--- config.mk ---
export PLATFORM = sky130hd
export DESIGN_NAME = sbdph_fifo
export DESIGN_NICKNAME = d
export VERILOG_FILES = /design/src/sbdph_pkg.sv /design/src/sbdph_fifo.sv
export SDC_FILE = /design/constraint.sdc
export NUM_CORES = 1
export LEC_CHECK = 0
export CAP_MARGIN = 20
export CORE_MARGIN = 2
export CORE_UTILIZATION = 25
export DETAILED_ROUTE_END_ITERATION = 7
export DONT_BUFFER_PORTS = 1
export GPL_ROUTABILITY_DRIVEN = 0
export PLACE_DENSITY_LB_ADDON = 0.12
export SLEW_MARGIN = 30
export SYNTH_ARGS = -nofsm -noshare
export SYNTH_HDL_FRONTEND = slang
export SYNTH_SLANG_ARGS = --single-unit
--- constraint.sdc ---
create_clock -name i_clk -period 9.9 [get_ports i_clk]
set_input_delay 1.98 -clock i_clk [delete_from_list [all_inputs] [get_ports i_clk]]
set_output_delay 1.98 -clock i_clk [all_outputs]
set_load 0.005 [all_outputs]
--- src/sbdph_pkg.sv ---
// Shared types and constants of the spectrum bin dB peak-hold block.
`timescale 1ns / 1ps
`default_nettype none

package sbdph_pkg;

    // Item field widths
    localparam int IDX_W      = 10;
    localparam int Q15_W      = 16;
    localparam int FFT_LOG2_W = 5;
    localparam int DECAY_W    = 15;

    // Configuration port
    localparam int CFG_IDX_W  = 2;
    localparam int CFG_DATA_W = 15;

    typedef enum logic [CFG_IDX_W-1:0] {
        CFG_SMOOTH   = 2'd0,
        CFG_FFT_LOG2 = 2'd1,
        CFG_DECAY    = 2'd2
    } t_cfg_reg;

    localparam logic                  RST_SMOOTH   = 1'b0;
    localparam logic [FFT_LOG2_W-1:0] RST_FFT_LOG2 = 5'd11;
    localparam logic [DECAY_W-1:0]    RST_DECAY    = 15'd262;

    // Q15 end points
    localparam logic signed [Q15_W-1:0] Q15_MINUS_ONE = 16'sh8000;
    localparam logic signed [Q15_W-1:0] Q15_PLUS_ONE  = 16'sh7FFF;

    // log2 in Q16: six integer bits cover both the msb position and 2*fft_length_log2
    localparam int L2_INT_W  = 6;
    localparam int FRAC_W    = 16;
    localparam int L2_W      = L2_INT_W + FRAC_W;
    localparam int MANT_W    = 32;
    localparam int LOG_STEPS = FRAC_W;

    // log10(2)/6 * 2^32, turns a log2 distance in Q16 into Q15 units of 60 dB / 2
    localparam int COEF_W = 28;
    localparam logic [COEF_W-1:0] LOG_COEF = 28'd215485664;
    localparam int PROD_W = L2_W + COEF_W;
    localparam int DELTA_W = PROD_W - 32;

    // Result item: out_index, level, peak from the lowest bit up
    localparam int OUT_W       = IDX_W + 2 * Q15_W;
    localparam int OUT_TDATA_W = ((OUT_W + 7) / 8) * 8;

    // Output queue
    localparam int FIFO_DEPTH = 32;
    localparam int FIFO_AW    = 5;
    localparam int USED_W     = FIFO_AW + 1;

    typedef struct packed {
        logic             mode;
        logic [IDX_W-1:0] idx;
    } t_ctl;

    typedef struct packed {
        logic empty;
        logic full;
    } t_fifo_stat;

endpackage

`default_nettype wire

--- src/sbdph_fifo.sv ---
// Output queue that holds finished result items until the sink takes them.
`timescale 1ns / 1ps
`default_nettype none

module sbdph_fifo (
    input  wire logic                          i_clk,
    input  wire logic                          i_rst_n,
    input  wire logic                          i_push,
    input  wire logic [sbdph_pkg::OUT_W-1:0]   i_data,
    input  wire logic                          i_pop,
    output logic      [sbdph_pkg::OUT_W-1:0]   o_data,
    output sbdph_pkg::t_fifo_stat              o_stat
);

    import sbdph_pkg::*;

    logic [OUT_W-1:0]   r_mem [FIFO_DEPTH];
    logic [FIFO_AW-1:0] r_wr_ptr, r_rd_ptr;
    logic [USED_W-1:0]  r_count;

    always_ff @(posedge i_clk) begin
        if (!i_rst_n) begin
            r_wr_ptr <= '0;
            r_rd_ptr <= '0;
            r_count  <= '0;
        end else begin
            if (i_push) begin
                r_wr_ptr <= r_wr_ptr + 1'b1;
            end
            if (i_pop) begin
                r_rd_ptr <= r_rd_ptr + 1'b1;
            end
            r_count <= r_count + USED_W'(i_push) - USED_W'(i_pop);
        end
    end

    always_ff @(posedge i_clk) begin
        if (i_push) begin
            r_mem[r_wr_ptr] <= i_data;
        end
    end

    assign o_data       = r_mem[r_rd_ptr];
    assign o_stat.empty = (r_count == '0);
    assign o_stat.full  = (r_count == USED_W'(FIFO_DEPTH));

endmodule

`default_nettype wire

== After elaboration in Yosys (flattened, before gate mapping) ==
Memory sizes are Yosys's and may differ from the RTL's. A register that Yosys moved wholly into a read port is not among the register bits.
Index checks and enable logic that the tools add are counted.
Widths: inputs -> output; s select.
Word-level totals
  input port bits: 46
  memories: 1
  bits in writable memories: 1344
  register bits after elaboration: 16
  logic and storage cells: 14
Operators by class
  equality and inequality tests: 1
  add/subtract/negate cells: 4
  mux-type cells: 4
  reduce and logical (&&, ||, !) cells: 1
Memories
  r_mem: depth 32, width 42, read ports 1, clocked after memory_dff 1, write ports 1, line sbdph_fifo.sv:17  | logic [OUT_W-1:0] r_mem [FIFO_DEPTH];
Operators with widths (count)
  $add 5x1->5 const B: 2
  $mux 5: 2
  $add 6x1->6: 1
  $eq 6x6->1 const B: 1
  $logic_not 6->1: 1
  $sub 6x1->6: 1
  $mux 1: 2

== Logic depth before layout (Yosys ltp) ==
Gate-level depths: netlist of the first run.
  word-level depth: 3
  mapped depth: 10
  mapped depth without buffers: 10

== Least setup slack after synthesis of the first run ==
Ideal clock, no wire load.
  path kind: input-to-reg
  from: in i_push
  to: mem r_mem[15][0] in the netlist's numbering (enable)
  stages: 3
  slack: 5149 ps
  data arrival time: 4308 ps
  path buffers: 1
  path through: clkbuf_1 -> nand2_1 -> nor2_1
On the way
  cells in the longest elaborated chain, start to end: 2
Ends and longest elaborated chain
  start, declared: line sbdph_fifo.sv:8  | input wire logic i_push,
  $mux 1: line sbdph_fifo.sv:38  | if (i_push) begin
  $mux 1 (not written as such): line sbdph_fifo.sv:39  | r_mem[r_wr_ptr] <= i_data;
  end, declared: line sbdph_fifo.sv:17
Every way passes these cells.

==> summary.txt, run 1 <==
Status - finished clean
Arrival time worst endpoint - 4450 ps
Max VDD drop - 0.121 mV
Slew Viols, Final - 0
1st-iter DRT viols - 1932
Worst hold slack - 537 ps
Layout Nets - 2762
Synth Area in Simple Gates - 0.0314
Relative slew margins - 0.319
Reg2reg end - r_mem[15][9]
Via-to-Cell Ratio - 4.60
Complex-gate fraction of the synthesized area - 0.0454
Die area - 0.213 mm²
Sequential cell area - 0.0408 mm²
Mapped Cells - 2616
Synthesized cell area - 0.0524 mm²
Clock latency on the worst-skew pair - 790 ps
Synth Area in XOR/XNOR - 0.00150
CP endpoint - o_data[23]
Post-synthesis sequential area ratio - 0.778
CP Launch Type - flop
Syn_nets - 2677
Yosys cell types - 42
Fillers - 20414
Inserted Clock Buffers - 157
CTS root buf - clkbuf_16
Syn Area/Cell - 20.0 µm²
Slew @ Worst Pin - 1020 ps
CP max stage cell - buf_4
Die W - 462 µm
Req. time, crit path - 7920 ps
Reg2Reg Setup Slack - 6680 ps
First-pass GRT wire length - 218000 µm
Synthesis Warnings - 0
Area share of the largest cell type after synthesis - 0.770
Hold Path Class - flop to flop
Worst setup path class - flop to output pin
CP peak stage delay - 730 ps
Via count - 25911
Vias in the first global route - 27091
Synth area leaders - edfxtp_1, mux4_2, mux2_2
Layout cells sized above 1 - 0.267
Element type at the critical path end - output pin
Routed WL - 159000 µm
Drt wl/cell - 28.3 µm
# hold bufs at CTS - 0
Drc violations - 0
Setup TNS - 0 ps
Adder-cell area share of the yosys netlist - 0.00372
Initial Util - 0.251
CP Max Fanout - 37
Reg2Reg Depth - 4
Placeable core area - 0.209 mm²
Clock sinks - 1365
Clk_skew - 20.6 ps
Crit-path cells - buf_4, buf_4, mux4_2, a22o_1, or4_1
EDFF count, synth - 1344
Tot Pwr - 12.5 mW
Ys async rst share - 0
GR Util All Layers - 0.148
Drt first pass iters - 5
Final setup fails - 0
Port Buf Inserts - 0
Power per standard cell area - 204 mW/mm²
CTS tree - yes
Final period util - 0.649
Main combinational cell family by area after synthesis - multiplexers
Gates resized, CTS repair - 0
Largest net degree at the start of global routing - 134
Final Hold Vio Count - 0
Most used cell, CP - buf_4
Worst R2R Start - r_wr_ptr[0]
Max Cap Viol - 0
Max Fclk - 0.156 GHz
H-tree Lvls - 4
Layout overhead on the synthesized area - 17.1%
Predominant post-synthesis flop cell - edfxtp_1
# rows - 168
Area occupied by multi-input gates - 0.0112 mm²
Chip height - 462 µm
Pleak - 18.3 nW
Total gr overflow - 0
Clock Tree Buf Depth - 3
Reg clk slew, reported paths - 60 ps
Number of routed nets with antenna violations - 0
Final Critical Period - 6430 ps
Initial antenna violation count - 6
Synthesized flop and latch total - 1365
Multiplexer share of the synthesized area - 0.127
Yosys top cell by area - edfxtp_1
HPWL after detailed placement - 83900 µm
Post CTS Setup Buffer Count - 0
RSZ-0062 raised after global routing - false
# IOs - 90
==> layout by cell type (no fill, tap or decap), types with 3 or more instances in the layout <==
| cell | n |
|---|---|
| clkinvlp_4 | 4 |
| buf_12 | 3 |
| clkinv_1 | 36 |
| ha_1 | 14 |
| nor2_4 | 35 |
| edfxtp_1 | 1344 |
| nor2b_1 | 84 |
| nand2_1 | 10 |
| o22ai_1 | 84 |
| xor2_1 | 6 |
| o21a_1 | 3 |
| mux4_2 | 168 |
| xnor2_1 | 3 |
| buf_16 | 14 |
| nand4_1 | 4 |
| nor3_1 | 86 |
| bufinv_16 | 10 |
| buf_4 | 59 |
| inv_6 | 5 |
| clkbuf_1 | 32 |
| clkbuf_16 | 160 |
| a211oi_1 | 84 |
| inv_1 | 13 |
| mux2_2 | 252 |
| nor2_1 | 15 |
| a22o_1 | 84 |
| clkinv_2 | 25 |
| o21ai_0 | 85 |
| dfxtp_1 | 19 |
| or4_1 | 42 |
==> sequential cells by signal (all words and copies together), names as in the netlist, named ones only <==
signal and cells:
r_count 6, r_mem 1344, r_rd_ptr 5, r_wr_ptr 5
==> report_power, final <==
part           internal, mW  leakage (nW)  switching (mW)
Clock                  3.23          2.39            2.34
Combinational         0.220          3.64           0.330
Sequential             6.40          12.3          0.0192
==> metrics by stage <==
stage          utilization  area [µm²]  setup WS, ps  instances
2_1_floorplan            -       52400          5150       2616
3_3_place_gp         0.268       56100          4120       5333
3_5_place_dp         0.270       56400          4070       5344
4_1_cts              0.293       61300          3200       5623
5_1_grt              0.294       61400          3040       5627
6_report             0.294       61400          3470       5627
==> cells in the mapped netlist, types with 3 or more instances <==
library cell and number:
buf_2 21, clkbuf_1 98, nor3_1 86, inv_1 13, buf_1 19, nand2b_1 3, or4_1 42, nand2_1 11
xor2_1 6, mux4_2 168, o21a_1 3, buf_4 4, o22ai_1 84, mux2_2 252, edfxtp_1 1344, ha_1 14
nand4_1 4, buf_6 9, nor2b_1 85, nor2_1 50, dfxtp_1 21, a22o_1 84, xnor2_1 3, a211oi_1 84
o21ai_0 85
==> metal layers <==
layer | share of wire | vias to the layer above | global-route usage
met4 | 0.022 | 0 | 0.0391
met3 | 0.051 | 215 | 0.0303
met5 | 0 | - | 0
met1 | 0.45 | 14106 | 0.200
li1 | - | 10984 | -
met2 | 0.48 | 606 | 0.243
==> critical path, delay by kind of cell (launching register included) <==
family / cells / cell delay [ps]
AOI/OAI and AO/OA: 1 / 240
muxes: 1 / 600
DFF: 1 / 650
buffers and inverters: 2 / 1350
and+or+nand+nor: 1 / 680
==> how the worst min path moves through the flow <==
stage / startpoint / to / slack, ps / cells after the start
final: r_rd_ptr[4] / flop / 540 / 2
after detailed placement: r_rd_ptr[4] / r_rd_ptr[4] / 530 / 2
after floorplan: r_rd_ptr[4] / flop / 480 / 2
after global placement: r_rd_ptr[4] / r_rd_ptr[4] / 530 / 2
after CTS: r_rd_ptr[4] / r_rd_ptr[4] / 550 / 2
after global routing: r_rd_ptr[4] / r_rd_ptr[4] / 560 / 2
==> logic make-up (layout without fill, tap and decap cells) <==
family | count (synthesis) | count (layout)
muxes | 422 | 422
other | 0 | 1
xor gates and xnor gates | 9 | 9
buffers and inverters | 164 | 369
DFF | 1365 | 1365
AOI/OAI and AO/OA | 346 | 346
adders and majority gates | 15 | 15
and+or+nand+nor | 295 | 295
==> layout make-up <==
type                    instances  area share
diodes                          1   0.0000408
clock buffers                 193      0.0674
clock inverters                86      0.0125
inverters                      13    0.000795
multi-input cells            1087       0.183
flip-flops and latches       1365       0.664
well taps                    2805      0.0572
repair buffers                 77      0.0147
No activity file was read; power rests on OpenSTA's default activity.
==> run 2: changes to the inputs <==
Settings changed: ABC_AREA set to 1.
Clock period 9.9 ns to 6.1 ns, I/O delays scaled along.
==> run 2 against run 1 <==
Compared with the run above: sequential power grew 62%; wire length increased by 20%; clock power increased by 62%; total power is 66% higher; die area grew 5.0%; sequential share of layout area decreased by 2.3 points; clock skew rose by 8.5 ps; utilization down 0.35 points; critical path depth up 3; clock-buffer cell count is 2 lower; first-iteration DRC count up 44%; synthesized cell count up 80%; critical endpoint is now o_data[4]; largest cell class unchanged.
==> summary.txt, run 2 <==
Largest regs - r_mem x1344, r_count x6
Setup TNS - 0 ps
CTS root buf - clkbuf_16
# rows - 172
Ys async rst share - 0
H-tree Lvls - 4
RSZ-0062 raised after global routing - false
Relative slew margins - 0.318
Most frequent cells in the layout - nand2_1, edfxtp_1, nand3_1, clkbuf_16, buf_4
Most used cell, CP - nand2_1
Layout cells sized above 1 - 0.0708
Initial antenna violation count - 3
Worst setup path class - flop to output pin
Synth area leaders - edfxtp_1, nand2_1, nand3_1
Drt first pass iters - 5
Max VDD drop - 0.217 mV
CP Launch Type - flop
Slew Viols, Final - 0
GR Util All Layers - 0.169
CP Max Fanout - 72
Vias in the first global route - 34873
Clock Tree Buf Depth - 3
Number of routed nets with antenna violations - 0
Yosys cell types - 25
Top-count cell post-synth - nand2_1
CP max stage cell - inv_8
EDFF count, synth - 1344
Yosys top cell by area - edfxtp_1
Reg2Reg Depth - 5
Final period util - 0.787
Final Hold Vio Count - 0
Synthesized cell area - 0.0551 mm²
First-pass GRT wire length - 271000 µm
Reg clk slew, reported paths - 60 ps
Element type at the critical path end - output pin
Clock latency on the worst-skew pair - 810 ps
Clock sinks - 1365
Predominant post-synthesis flop cell - edfxtp_1
HPWL after detailed placement - 96500 µm
Area share of the largest cell type after synthesis - 0.733
Max Fclk - 0.208 GHz
Top cell family by delay on the critical path - buffers and inverters
Power per standard cell area - 327 mW/mm²
Fin cells - 7662
Layout Nets - 4729
Layout Utilization - 0.290
Port Buf Inserts - 0
Die area - 0.224 mm²
Inserted Clock Buffers - 155
Hold Path Class - flop to flop
Synthesized flop and latch total - 1365
Final Critical Period - 4800 ps
Buffer and inverter count on the worst path - 2
Total gr overflow - 0
Arrival time worst endpoint - 3580 ps
Tot Pwr - 20.8 mW
Status - finished clean
Syn Area/Cell - 11.7 µm²
Via count - 35131
# IOs - 90
Post-synth top cells - nand2_1, edfxtp_1, nand3_1
Placeable core area - 0.219 mm²
Via-to-Cell Ratio - 4.59
Chip height - 473 µm
# hold bufs at CTS - 0
Crit-path cells - inv_8, buf_4, nand3_1, nand2_1, nand2_1, nand2_1, nand2_1, nand2_1
Drt wl/cell - 25.0 µm
CP peak stage delay - 650 ps
Inst Count DP - 7382
Largest net degree at the start of global routing - 204
Die W - 473 µm
Slew @ Worst Pin - 1020 ps
Req. time, crit path - 4880 ps
Final setup fails - 0
Gates resized, CTS repair - 0
Layout overhead on the synthesized area - 15.5%
Initial Util - 0.251
Synthesis Warnings - 0
WHS Path Cells - 2
Post-synthesis sequential area ratio - 0.740
Routed WL - 191000 µm
Max Cap Viol - 0
1st-iter DRT viols - 2788
Post CTS Setup Buffer Count - 0
Max reg flops - 1344
CTS tree - yes
Pleak - 22.4 nW
Register bank with the most flops - r_mem
Drc violations - 0
Commonest non-fill, non-tap cell in the layout - nand2_1
Clk_skew - 29.1 ps
CP Depth - 8
Syn_nets - 4762
Mapped Cells - 4701
[run 2: per-stage QoR]
| step | area, µm² | setup slack (ps) | hold WS [ps] |
|---|---|---|---|
| final | 63600 | 1300 | 494 |
| after global routing | 63600 | 1050 | 458 |
| after CTS | 63600 | 1070 | 447 |
| after detailed placement | 58800 | 1970 | 499 |
| after global placement | 58600 | 1940 | 504 |
| after floorplan | 55100 | 2060 | 457 |
[run 2: cell families (layout without fill, tap and decap cells)]
kind of cell | after synthesis | after routing | share of synthesized area
adders and majority gates | 15 | 15 | 0.00354
other | 0 | 2 | 0
AOI/OAI and AO/OA | 22 | 22 | 0.00214
and+or+nand+nor | 2977 | 2977 | 0.226
buffers and inverters | 321 | 409 | 0.0277
xor gates and xnor gates | 1 | 1 | 0.000159
DFF | 1365 | 1365 | 0.740
[run 2: final timing paths]
kind                                  start           end  slack (ps)
worst max register to register  r_wr_ptr[1]  r_mem[4][21]        3160
worst max-delay path                   flop     o_data[4]        1300
worst min register to register  r_rd_ptr[3]          flop         490
worst min-delay path            r_rd_ptr[3]          flop         490
[run 2: where the power goes]
part | total [mW] | switching (mW) | internal, mW | leakage (nW)
Clock | 9.02 | 3.87 | 5.15 | 2.32
Sequential | 10.4 | 0.0343 | 10.4 | 12.3
Combinational | 1.37 | 1.00 | 0.364 | 7.75
Total | 20.8 | 4.91 | 15.9 | 22.4
[run 2: worst register-to-register path: stages (launching register included)]
cell     delay (ps)
dfxtp_1         340
inv_1           130
ha_1            160
nand2_1         430
nor2_4          740
buf_4           660
[run 2: cell type report]
type,instances,area [µm²]
fill,22305,156000
sequential,1365,40800
multi-input combinational,3015,13000
clock buffer,191,4080
tap,2871,3590
timing repair buffer,100,1290
clock inverter,87,686
inverter,31,153
antenna,2,5.00
[run 2: layer usage]
layer  track usage  share of wire
met5             0              0
met4        0.0503          0.028
met3        0.0316          0.045
met2         0.279           0.47
met1         0.225           0.45
==> run 3: changes to the inputs <==
Clock period 6.1 ns to 4.1 ns, I/O delays scaled along.
==> run 3 against run 2 <==
Compared with the run above: die area unchanged; global-route usage up 0.50 points; register-to-register slack got worse by 1700 ps; clock power increased by 54%; via count grew 0.82%; largest cell class unchanged; sequential share of layout area decreased by 0.87 points; combinational power grew 55%; sequential cell count unchanged; critical path depth increased by 2; clock-buffer cell count increased by 8.
==> summary.txt, run 3 (synthesis gave the netlist of run 2 again) <==
Total gr overflow - 0
Register share of total power - 0.492
Placed Area - 0.0595 mm²
Fin cells - 7705
CTS root buf - clkbuf_16
Pleak - 22.8 nW
Worst R2R Start - r_wr_ptr[1]
Worst Min Path Start - i_data[10]
Die area - 0.224 mm²
Number of routed nets with antenna violations - 0
Chip height - 473 µm
CP Max Fanout - 78
Routed WL - 197000 µm
Inst Count DP - 7417
Layout overhead on the synthesized area - 17.1%
RSZ-0062 raised after global routing - false
Drt first pass iters - 5
Drc violations - 0
Drt wl/cell - 25.6 µm
Port Buf Inserts - 0
Sequential cell area - 0.0408 mm²
Die W - 473 µm
Register bank with the most flops - r_mem
Initial Util - 0.251
Layout cells sized above 1 - 0.0825
Element type at the critical path end - output pin
Layout Nets - 4765
Cell area after layout - 0.0645 mm²
Final Hold Vio Count - 0
Inserted Clock Buffers - 156
Reg clk slew, reported paths - 60 ps
Clock Tree Buf Depth - 3
Area occupied by multi-input gates - 0.0130 mm²
Initial antenna violation count - 2
Clock sinks - 1365
1st-iter DRT viols - 2782
Relative slew margins - 0.385
Combinational fraction of design power - 0.067
Max Cap Viol - 0
# hold bufs at CTS - 0
Arrival time worst endpoint - 3040 ps
Gates resized, CTS repair - 0
Clock Power Share - 0.441
Cell internal pwr - 24.0 mW
Via-to-Cell Ratio - 4.60
Vias in the first global route - 34672
CTS tree - yes
Max reg flops - 1344
Via count - 35419
Final setup fails - 0
Final period util - 0.942
Slew Viols, Final - 0
Clock latency on the worst-skew pair - 810 ps
# rows - 172
Place WS - 976 ps
Most frequent cells in the layout - nand2_1, edfxtp_1, nand3_1, clkbuf_16, buf_12
Clk_skew - 31.0 ps
Power per standard cell area - 487 mW/mm²
Max VDD drop - 0.320 mV
Largest net degree at the start of global routing - 95
Req. time, crit path - 3280 ps
Worst setup path class - flop to output pin
Diodes inserted - 0
First-pass GRT wire length - 278000 µm
Setup WS post-layout - 236 ps
Max Fclk - 0.259 GHz
HPWL after detailed placement - 101000 µm
Commonest non-fill, non-tap cell in the layout - nand2_1
CP Launch Type - flop
Setup TNS - 0 ps
Largest regs - r_mem x1344, r_count x6
NetSw - 7.48 mW
GR Util All Layers - 0.174
# IOs - 90
Post CTS Setup Buffer Count - 0
H-tree Lvls - 4
Slew @ Worst Pin - 922 ps
Status - finished clean
Fillers - 22316
Final Critical Period - 3860 ps
Switching Fraction - 0.238
Layout Utilization - 0.294
Placeable core area - 0.219 mm²
Hold Path Class - primary input to flop
[run 3: cell types whose count changed in the layout (fill, tap and decap cells not counted), moves of 3 or more]
cell       change
buf_16         -8
clkinv_16      +3
inv_6          -4
buf_12        +45
buf_6          -3
clkinv_2      +20
clkbuf_1       +6
clkinv_1      -21
[run 3: per-stage QoR]
| step | power (mW) | hold WS (ps) |
|---|---|---|
| 3_3_place_gp | 17.9 | 463 |
| 6_report | 31.4 | 109 |
| 3_5_place_dp | 17.9 | 471 |
| 4_1_cts | 31.9 | 34.1 |
| 2_1_floorplan | 17.1 | 457 |
| 5_1_grt | 32.6 | 53.7 |
[run 3: worst paths after layout]
path              endpoint  slack (ps)  cells after the start
min reg2reg           flop         480                      2
min          r_mem[25][10]         110                      0
max reg2reg  r_mem[28][41]        1490                      5
max             o_data[17]         240                     10
[run 3: power by group through the flow]
stage | clock [mW] | sequential [mW] | combinational (mW)
final | 13.9 | 15.5 | 2.12
after detailed placement | 0 | 15.8 | 2.17
after floorplan | 0 | 15.7 | 1.36
after global placement | 0 | 15.8 | 2.18
after CTS | 14.2 | 15.5 | 2.18
after global routing | 14.8 | 15.5 | 2.37
[run 3: critical path: stages, from the launching register on]
cell	delay (ps)
dfxtp_4	470
inv_16	340
buf_12	390
nand2_1	90
nand3_1	90
nand3_1	80
nand2_1	90
nand2_1	60
nand2_1	120
nand2_1	60
nand2_1	320
[run 3: layout make-up]
| type | instances | area share |
|---|---|---|
| Sequential cell | 1365 | 0.633 |
| Multi-Input combinational cell | 3015 | 0.202 |
| Clock buffer | 199 | 0.0644 |
| Tap cell | 2871 | 0.0557 |
| Timing Repair Buffer | 135 | 0.0300 |
| Clock inverter | 89 | 0.0132 |
| Inverter | 31 | 0.00235 |
[run 3: routing by layer]
metal  vias to the layer above  track usage  wire length, µm
met4                         0       0.0364             3120
met2                       634        0.292            95600
met3                       188       0.0293             7890
met1                     18170        0.235            90600
met5                         -            0                0
li1                      16427            -                -
